`config.mk`:
```
export PLATFORM = sky130hd
export DESIGN_NAME = rc2p_alu
export DESIGN_NICKNAME = d
export VERILOG_FILES = /design/src/hdl/rc2p_pkg.sv /design/src/hdl/rc2p_alu.sv
export SDC_FILE = /design/constraint.sdc
export NUM_CORES = 2
export LEC_CHECK = 0
export BUFFER_PORTS_ARGS = -buffer_cell sky130_fd_sc_hd__buf_4
export CORE_ASPECT_RATIO = 2
export CORE_MARGIN = 5
export CORE_UTILIZATION = 40
export DETAILED_ROUTE_END_ITERATION = 7
export GPL_TIMING_DRIVEN = 0
export PLACE_DENSITY_LB_ADDON = 0.2
export SYNTH_ARGS = -nofsm -noshare
export SYNTH_HDL_FRONTEND = slang
export SYNTH_SLANG_ARGS = --single-unit
```
`constraint.sdc`:
```
create_clock -name i_clk -period 15.2 [get_ports i_clk]
set_input_delay 3.04 -clock i_clk [delete_from_list [all_inputs] [get_ports i_clk]]
set_output_delay 3.04 -clock i_clk [all_outputs]
set_load 0.02 [all_outputs]
```
`src/hdl/rc2p_pkg.sv`:
```
// shared constants and types for the relativistic conserved-to-primitive block
// no dependencies
`default_nettype none
package rc2p_pkg;

    localparam int FRAC_BITS = 32;
    localparam logic signed [63:0] ONE_FX = 64'sd1 <<< FRAC_BITS;
    localparam logic signed [63:0] FX_MAX = 64'sh7FFF_FFFF_FFFF_FFFF;
    localparam logic signed [63:0] FX_MIN = 64'sh8000_0000_0000_0000;

    // shared unit operations
    localparam logic [2:0] OP_ADD  = 3'd0;
    localparam logic [2:0] OP_SUB  = 3'd1;
    localparam logic [2:0] OP_MUL  = 3'd2;
    localparam logic [2:0] OP_DIV  = 3'd3;
    localparam logic [2:0] OP_SQRT = 3'd4;
    localparam logic [2:0] OP_HALF = 3'd5;

    // configuration register indexes
    localparam logic CFG_TOL   = 1'b0;
    localparam logic CFG_MAXIT = 1'b1;

    typedef struct packed {
        logic       start;
        logic [2:0] op;
    } t_alu_req;

endpackage
`default_nettype wire

```
`src/hdl/rc2p_alu.sv`:
```
// shared fixed point unit: saturating add/sub/halve, 4-step multiply,
// bit-serial divide (128 steps) and square root (48 steps); uses rc2p_pkg
`default_nettype none
module rc2p_alu
    import rc2p_pkg::*;
(
    input  wire logic               i_clk,
    input  wire logic               i_rst_n,
    input  wire t_alu_req           i_req,
    input  wire logic signed [63:0] i_a,
    input  wire logic signed [63:0] i_b,
    output logic                    o_done,
    output logic signed [63:0]      o_res
);

    logic         r_busy, n_busy;
    logic         r_done, n_done;
    logic [2:0]   r_op, n_op;
    logic [7:0]   r_cnt, n_cnt;
    logic         r_neg, n_neg;
    logic [63:0]  r_ma, n_ma;
    logic [63:0]  r_mb, n_mb;
    logic [127:0] r_acc, n_acc;
    logic [63:0]  r_rem, n_rem;
    logic [51:0]  r_srem, n_srem;
    logic [63:0]  r_q, n_q;
    logic         r_ovf, n_ovf;
    logic signed [63:0] r_res, n_res;

    logic [63:0]  w_mag_a, w_mag_b;
    logic [64:0]  w_sum;
    logic [63:0]  w_prod;
    logic [127:0] w_pp;
    logic [64:0]  w_r2;
    logic         w_ge;
    logic [51:0]  w_sh, w_trial;

    function automatic logic signed [63:0] from_mag(input logic neg, input logic [63:0] m,
                                                     input logic ovf);
        logic signed [63:0] v;
        if (ovf || m[63]) begin
            v = neg ? FX_MIN : FX_MAX;
        end else begin
            v = neg ? -$signed(m) : $signed(m);
        end
        return v;
    endfunction

    always_comb begin
        w_mag_a = i_a[63] ? 64'(-i_a) : 64'(i_a);
        w_mag_b = i_b[63] ? 64'(-i_b) : 64'(i_b);
        w_sum   = 65'd0;
        w_prod  = (r_cnt[1] ? r_ma[63:32] : r_ma[31:0]) * (r_cnt[0] ? r_mb[63:32] : r_mb[31:0]);
        case ({1'b0, r_cnt[1]} + {1'b0, r_cnt[0]})
            2'd0:    w_pp = {64'd0, w_prod};
            2'd1:    w_pp = {32'd0, w_prod, 32'd0};
            default: w_pp = {w_prod, 64'd0};
        endcase
        w_r2    = {r_rem, r_acc[127]};
        w_ge    = w_r2 >= {1'b0, r_mb};
        w_sh    = {r_srem[49:0], r_acc[95:94]};
        w_trial = {2'b00, r_q[47:0], 2'b01};

        n_busy = r_busy;
        n_done = 1'b0;
        n_op   = r_op;
        n_cnt  = r_cnt;
        n_neg  = r_neg;
        n_ma   = r_ma;
        n_mb   = r_mb;
        n_acc  = r_acc;
        n_rem  = r_rem;
        n_srem = r_srem;
        n_q    = r_q;
        n_ovf  = r_ovf;
        n_res  = r_res;

        if (!r_busy && i_req.start) begin
            n_op  = i_req.op;
            n_cnt = 8'd0;
            n_neg = i_a[63] ^ i_b[63];
            n_ma  = w_mag_a;
            n_mb  = w_mag_b;
            n_rem = 64'd0;
            n_srem = 52'd0;
            n_q   = 64'd0;
            n_ovf = 1'b0;
            case (i_req.op)
                OP_ADD, OP_SUB: begin
                    if (i_req.op == OP_ADD) begin
                        w_sum = {i_a[63], i_a} + {i_b[63], i_b};
                    end else begin
                        w_sum = {i_a[63], i_a} - {i_b[63], i_b};
                    end
                    if (w_sum[64] != w_sum[63]) begin
                        n_res = w_sum[64] ? FX_MIN : FX_MAX;
                    end else begin
                        n_res = $signed(w_sum[63:0]);
                    end
                    n_done = 1'b1;
                end
                OP_HALF: begin
                    n_res  = (i_a + $signed({63'd0, i_a[63]})) >>> 1;
                    n_done = 1'b1;
                end
                OP_MUL: begin
                    n_acc  = 128'd0;
                    n_busy = 1'b1;
                end
                OP_DIV: begin
                    if (i_a == 64'sd0) begin
                        n_res  = 64'sd0;
                        n_done = 1'b1;
                    end else if (i_b == 64'sd0) begin
                        n_res  = i_a[63] ? FX_MIN : FX_MAX;
                        n_done = 1'b1;
                    end else begin
                        n_acc  = {32'd0, w_mag_a, 32'd0};
                        n_busy = 1'b1;
                    end
                end
                OP_SQRT: begin
                    if (i_a <= 64'sd0) begin
                        n_res  = 64'sd0;
                        n_done = 1'b1;
                    end else begin
                        n_acc  = {32'd0, i_a, 32'd0};
                        n_neg  = 1'b0;
                        n_busy = 1'b1;
                    end
                end
                default: begin
                    n_res  = 64'sd0;
                    n_done = 1'b1;
                end
            endcase
        end else if (r_busy) begin
            n_cnt = r_cnt + 8'd1;
            case (r_op)
                OP_MUL: begin
                    if (r_cnt == 8'd4) begin
                        n_res  = from_mag(r_neg, r_acc[95:32], |r_acc[127:96]);
                        n_done = 1'b1;
                        n_busy = 1'b0;
                    end else begin
                        n_acc = r_acc + w_pp;
                    end
                end
                OP_DIV: begin
                    if (r_cnt == 8'd128) begin
                        n_res  = from_mag(r_neg, r_q, r_ovf);
                        n_done = 1'b1;
                        n_busy = 1'b0;
                    end else begin
                        n_rem = w_ge ? 64'(w_r2 - {1'b0, r_mb}) : w_r2[63:0];
                        n_ovf = r_ovf | r_q[63];
                        n_q   = {r_q[62:0], w_ge};
                        n_acc = {r_acc[126:0], 1'b0};
                    end
                end
                OP_SQRT: begin
                    if (r_cnt == 8'd48) begin
                        n_res  = from_mag(1'b0, r_q, 1'b0);
                        n_done = 1'b1;
                        n_busy = 1'b0;
                    end else begin
                        if (w_sh >= w_trial) begin
                            n_srem = w_sh - w_trial;
                            n_q    = {r_q[62:0], 1'b1};
                        end else begin
                            n_srem = w_sh;
                            n_q    = {r_q[62:0], 1'b0};
                        end
                        n_acc = {r_acc[125:0], 2'b00};
                    end
                end
                default: begin
                    n_busy = 1'b0;
                    n_done = 1'b1;
                end
            endcase
        end
    end

    always_ff @(posedge i_clk) begin
        if (!i_rst_n) begin
            r_busy <= 1'b0;
            r_done <= 1'b0;
        end else begin
            r_busy <= n_busy;
            r_done <= n_done;
        end
        r_op   <= n_op;
        r_cnt  <= n_cnt;
        r_neg  <= n_neg;
        r_ma   <= n_ma;
        r_mb   <= n_mb;
        r_acc  <= n_acc;
        r_rem  <= n_rem;
        r_srem <= n_srem;
        r_q    <= n_q;
        r_ovf  <= n_ovf;
        r_res  <= n_res;
    end

    assign o_done = r_done;
    assign o_res  = r_res;

    a_done_idle: assert property (@(posedge i_clk) disable iff (!i_rst_n)
        r_done |-> !r_busy) else $error("result issued while unit busy");
    a_cnt_bound: assert property (@(posedge i_clk) disable iff (!i_rst_n)
        r_busy |-> r_cnt <= 8'd128) else $error("step count overrun");
    a_sqrt_sign: assert property (@(posedge i_clk) disable iff (!i_rst_n)
        r_done && $past(r_op) == OP_SQRT && $past(r_busy) |-> !r_res[63])
        else $error("negative root");

endmodule
`default_nettype wire

```
Yosys cells after proc, flatten, opt, wreduce, memory -nomap -nowiden:

Index checks and enable logic that the tools add are counted.
W data, S select, Z words.

* bits in read-only memories: 0
* bits in latches: 0
* flip-flop bits (word level): 513
* bits of input ports: 134
* output and inout bits: 65
* memories: 0
* memory bits (writable): 0
* word-level logic and storage cells: 146

* reduce and logical (&&, ||, !) cells: 19
* add/sub/neg operators: 12
* bitwise logic cells: 4
* equality and inequality tests: 28
* shifts and indexed selects: 0
* divide/modulo/power cells: 0
* muxes and demuxes: 65
* $lt $le $gt $ge: 3
* multiply operators: 1

Operator list (number)
* $mux W64: 20
* $mux W128: 8
* $pmux W128 S3: 2
* $pmux W64 S5: 1
* $neg A64 Y64: 4
* $pmux W128 S2: 1
* $mux W65: 3
* $pmux W64 S3: 1
* $add A128 B128 Y128: 1
* $logic_not A64 Y1: 2
* $pmux W64 S2: 1
* $mux W63: 2
* $add A64 B64 Y65: 1
* $ge A65 B64 Y1: 1
* $sub A64 B64 Y65: 1
* $add A64 B2 Y64: 1
* $le A64 B1 Y1 const B: 1
* $mul A32 B32 Y64: 1
* $mux W32: 2
* $sub A64 B64 Y64: 1
* $ge A52 B50 Y1: 1
* $mux W50: 1
* $sub A50 B50 Y50: 1
* $reduce_or A32 Y1: 1
* 31 further kinds: 73

Logic depth before layout (Yosys ltp):

* word-level depth: 8
* mapped depth: 48
* mapped depth without buffers: 43

Worst setup path before layout:

No wires, ideal clock.

* path type: reg-to-reg
* from: reg r_cnt[1]
* to: reg r_acc[124] (data pin)
* buffers on the path: 3
* data required time: 14935 ps
* stages on the path, launching flop included: 42
* setup time: 265 ps
* arrival time: 11403 ps
* period minus slack after synthesis: 11668 ps
* path slack: 3532 ps
* cells stage by stage: dfxtp_1 clkbuf_1 buf_1 mux2i_1 clkbuf_1 nor2_1 fa_1 inv_1 fa_1 inv_1 fa_1 inv_1 fa_1 inv_1 fa_1 fa_1 fa_1 inv_1 [... 6 more ...] a31oi_1 a311o_1 a31o_2 a21oi_1 xnor2_1 o22ai_1 ha_1 and2_1 and3_1 nand2_1 nor4_1 nand3_1 a21oi_1 o2111ai_1 a21oi_1 o211ai_1 o31a_1 or3_1

* word-level cells in the longest chain between the ends: 8
* elaborated cells on any way between the ends: 11
* those cells by class: add/sub (2); mul (1); eq/ne (1); mux (6); reduce/logical (1)

Ends and longest elaborated chain
* start: declaration: RTL line rc2p_alu.sv:19 `logic [7:0] r_cnt, n_cnt;`
* start signal: assignment: RTL line rc2p_alu.sv:194 `r_cnt <= n_cnt;`
* $mux W32 / $add A1 B1 Y2 (equally long branches): RTL line rc2p_alu.sv:53, rc2p_alu.sv:54
* $mul A32 B32 Y64 (tied with other cells): RTL line rc2p_alu.sv:53 `w_prod = (r_cnt[1] ? r_ma[63:32] : r_ma[31:0]) * (r_cnt[0] ? r_mb[63:32] : r_mb[31:0]);`
* $pmux W128 S2 (*): RTL line rc2p_alu.sv:54 `case ({1'b0, r_cnt[1]} + {1'b0, r_cnt[0]})`
* $add A128 B128 Y128 (*): RTL line rc2p_alu.sv:146 `n_acc = r_acc + w_pp;`
* $mux W128 (*): RTL line rc2p_alu.sv:141 `if (r_cnt == 8'd4) begin`
* $pmux W128 S3 (*): RTL line rc2p_alu.sv:139 `case (r_op)`
* $mux W128 (*): RTL line rc2p_alu.sv:137 `end else if (r_busy) begin`
* $mux W128 (*): RTL line rc2p_alu.sv:78 `if (!r_busy && i_req.start) begin`
* end signal: assignment: RTL line rc2p_alu.sv:198 `r_acc <= n_acc;`
* end: declaration: RTL line rc2p_alu.sv:23 `logic [127:0] r_acc, n_acc;`

Every way passes the cells marked *; elsewhere a longest branch is shown, timed or not. The select of a mux whose other input is x is not followed.
A chain may end at the register's enable or synchronous reset.

Worst setup path after layout:

* from: reg r_cnt[0]
* to: reg r_acc[90] (data pin)

* word-level cells in the longest chain between the ends: 8
* elaborated cells on any way between the ends: 11
* those cells by class: add/sub (2); mul (1); eq/ne (1); mux (6); reduce/logical (1)

Ends and longest elaborated chain (RTL line)
* $mux W32 / $add A1 B1 Y2 (equally long branches): rc2p_alu.sv:53, rc2p_alu.sv:54
* $mul A32 B32 Y64 (tied with other cells): rc2p_alu.sv:53
* $pmux W128 S2 (*): rc2p_alu.sv:54
* $add A128 B128 Y128 (*): rc2p_alu.sv:146
* $mux W128 (*): rc2p_alu.sv:141
* $pmux W128 S3 (*): rc2p_alu.sv:139
* $mux W128 (*): rc2p_alu.sv:137
* $mux W128 (*): rc2p_alu.sv:78
* via n_acc[90]: rc2p_alu.sv:23

Mark *: on every way through the listed nets, which the timed path passes. The rest lies on a longest branch. The select of a mux whose other input is x is not followed.

==> metrics.md <==
| Metric | Value |
|---|---|
| Footprint of the multi-input gates | `between 60000 and 70000 sq um` |
| Setup Skew | `58.59 ps` |
| Number of cell rows | `240` |
| Vias in the first global route | `96456` |
| Drt total wl | `553900 um` |
| Post-synth EDFFs | `between 300 and 400` |
| Slew Viols, Final | `46` |
| Final Hold Fails | `0` |
| Crit. End Element | `flop` |
| Worst hold-check path type | `reg2reg` |
| Via count of the routed design | `94177` |
| Compound-Gate Fraction of Synth Area | `0.2116` |
| Reg2reg end | `r_acc[90]` |
| CTS HTree Levels | `2` |
| Yosys cell types | `95` |
| Critical Path End | `r_acc[90]` |
| # setup viols final | `2` |
| DR WL/cell | `around 39 um` |
| Failing checks | `design-rule violations, max-capacitance violations, max-slew violations, negative setup slack` |
| Clock Pin Slew Worst Setup and Hold Paths | `70 ps` |
| Syn avg cell area | `7.876 sq um` |
| Layout filler cell count | `around 22000` |
| GRT Residual Overflow | `0` |
| Sum Neg Setup Slack | `-149.5 ps` |
| Post-synthesis mux area share | `0.01491` |
| Reg-to-reg startpoint | `r_cnt[0]` |
| Mapped Cells | `approximately 11000` |
| GRT Util Overall | `0.4968` |
| Worst EP required | `15790 ps` |
| Worst Reg-to-Reg Cells | `38` |
| Slew HR | `-0.1399` |
| CP top delay family | `adder cells` |
| Post-route DRC | `around 200` |
| CP arrival | `roughly 16000 ps` |
| Initial antenna violation count | `60` |
| Placer Congestion | `1.114` |
| Core footprint | `~210000 sq um` |
| CTS sink cnt | `513` |
| Asr flop ratio synth | `0` |
| Height of the die | `665.1 um` |
| Final nets | `12825` |
| Largest net degree at the start of global routing | `60` |
| Die X-Extent | `337.6 um` |
| Most frequent cells in the layout | `nand2_1 (1256), inv_1 (1174), nor2_1 (1108), fa_1 (899), a21oi_1 (810)` |
| R2R Setup Slk | `-130 ps` |
| Period utilization | `1.009` |
| Mapped Nets | `12507` |
| Area grow syn2layout | `10.66%` |
| Worst Hold Launch | `r_srem[48]` |
| Vias/cell | `6.680` |
| Slowest cell on the critical path | `nor2_1` |
| Post-Syn Area | `~86000 sq um` |
| Clock latency on the worst-skew pair | `770 ps` |
| CTS buffer count | `52` |
| CTS tree | `done` |
| Status | `complete, but fails checks` |
| Starting Density | `0.4021` |
| Xor/xnor share of the synthesized area | `0.05734` |
| Reg area | `13510 sq um` |
| Simple-Gate Fraction of Synth Area | `0.1816` |
| Worst path max stage delay | `1200 ps` |
| Setup CP Type | `reg2reg` |
| Tmin final | `15330 ps` |
| Starting DRC count in detailed routing | `11091` |
| Root Driver | `clkbuf_16` |
| Post-placement cell count | `about 14000` |
| Port bufs | `190` |
| Primary FF master, synth | `edfxtp_1` |
| DP HPWL | `453700 um` |
| Crit path from | `r_cnt[0]` |
| Buf/Inv on CP | `8` |
| Antenna-violating nets left | `0` |
| Least-Margin Pin Slew | `1710 ps` |
| Register bit count reported by yosys | `513` |
| Fmax | `65.22 MHz` |
| Post-Synth Adder-Cell Area | `0.2935` |
| CTS max path bufs | `3` |
| Die area | `224500 sq um` |
| CP Max Fanout | `10` |
| Register area share after synthesis | `0.1574` |
| Top-Level Pins | `199` |
| Max-cap violation count | `8` |
| Fin cells | `14098` |
| CP most frequent cell | `fa_1` |
| Startpoint Class | `flop` |
| Yosys warnings | `0` |
| CTS hold repair buffers | `0` |
| Pre-antenna DRT Iters | `8` |
| Layout cells sized above 1 | `0.06438` |
| First-pass GRT wire length | `783600 um` |
| Largest family of logic cells by synthesized area | `adder cells` |
| Unrepaired setup endpoints after global routing | `no` |
| CP Depth | `38` |
| Commonest non-fill, non-tap cell in the layout | `nand2_1` |
| Final WS setup | `-133.5 ps` |
cells by family (layout without fill, tap and decap cells):
family / count (synthesis) / after routing
mux: 123 / 123
compound gates: 2844 / 2844
simple gates: 3477 / 3477
fa+ha+maj: 1474 / 1474
other cells: 0 / 54
buf+inv: 1906 / 2268
flops: 513 / 513
xor+xnor: 562 / 562
tightest hold or removal path: cells and delay by family, from the launching register on:
| family | cells | cell delay [ps] |
|---|---|---|
| compound gates | 1 | 60 |
| flops | 1 | 310 |
| simple gates | 1 | 50 |
what timing repair did:
action	in CTS	in global routing
pin swaps	1	6
buffers inserted	0	15
endpoints found under the setup margin	85	75
gates resized for setup	132	190
routing by layer:
metal	wire length (um)	share of wire	GRT usage
met1	160700	0.29	0.4590
met2	257700	0.47	0.7923
met5	165	0.00030	0.01316
met4	87720	0.16	0.5659
met3	47650	0.086	0.1750
sequential cells by signal, summed over array words and instances, names as in the netlist:
| name | flops |
|---|---|
| r_acc | 128 |
| o_res | 64 |
| r_ma | 64 |
| r_mb | 64 |
| r_q | 64 |
| r_rem | 64 |
| r_srem | 50 |
| r_cnt | 8 |
| r_op | 3 |
| o_done | 1 |
| r_busy | 1 |
| r_neg | 1 |
| r_ovf | 1 |
worst min path at each step:
stage                 endpoint  slack (ps)  cells past startpoint
floorplan            r_rem[13]         450                      2
CTS                 r_srem[48]         480                      2
detailed placement   r_srem[0]         470                      2
global route         r_srem[0]         490                      2
finish              r_srem[48]         480                      2
global placement     r_rem[13]         460                      2
Yosys cell counts, types with 21 or more instances:
cell type / instances / area share
a211oi_1: 101 / 0.0088
a21boi_0: 40 / 0.0035
a21boi_1: 21 / 0.0018
a21o_1: 246 / 0.022
a21oi_1: 815 / 0.048
a221o_1: 33 / 0.0038
a221oi_1: 141 / 0.014
a22o_1: 23 / 0.0023
a22oi_1: 101 / 0.0088
a31oi_1: 88 / 0.0064
and2_1: 70 / 0.0051
and3_1: 81 / 0.0059
buf_1: 36 / 0.0016
clkbuf_1: 684 / 0.030
dfxtp_1: 189 / 0.044
edfxtp_1: 324 / 0.11
fa_1: 899 / 0.21
ha_1: 575 / 0.084
inv_1: 1174 / 0.051
mux2_2: 39 / 0.0051
mux2i_1: 84 / 0.0098
nand2_1: 1256 / 0.055
nand2b_1: 46 / 0.0034
nand3_1: 166 / 0.0097
nand4_1: 170 / 0.012
nor2_1: 1114 / 0.049
nor2b_1: 50 / 0.0036
nor3_1: 240 / 0.014
nor4_1: 56 / 0.0041
o211ai_1: 57 / 0.0050
o21a_1: 52 / 0.0045
o21ai_0: 611 / 0.036
o21ai_1: 23 / 0.0013
o21bai_1: 99 / 0.0087
o221ai_1: 45 / 0.0046
o22ai_1: 57 / 0.0042
o31ai_1: 122 / 0.011
or2_2: 31 / 0.0023
or3_1: 81 / 0.0059
or4_1: 35 / 0.0031
xnor2_1: 374 / 0.038
xor2_1: 188 / 0.019
cell type report:
type / count / share of cell area
Buffer: 718 / 0.03122
Clock buffer: 58 / 0.01427
Clock inverter: 40 / 0.004992
Multi-Input combinational cell: 8480 / 0.6954
Inverter: 1177 / 0.04651
Sequential cell: 513 / 0.1423
Tap cell: 2783 / 0.03666
Antenna cell: 54 / 0.001423
Timing Repair Buffer: 275 / 0.02723
metrics by stage:
step	setup slack (ps)	util	hold WS, ps	instance area [sq um]
4_1_cts	24.61	0.4404	479.3	94030
5_1_grt	30.91	0.4444	493.9	94870
3_3_place_gp	-3684	0.4250	457.4	90750
3_5_place_dp	-2733	0.4302	468.6	91850
6_report	-133.5	0.4449	477.9	94990
2_1_floorplan	3532	-	445.5	85840
Power is left out: the tool's default activity adds up to more than one toggle a clock period on the data nets, which glitch-free logic cannot reach.
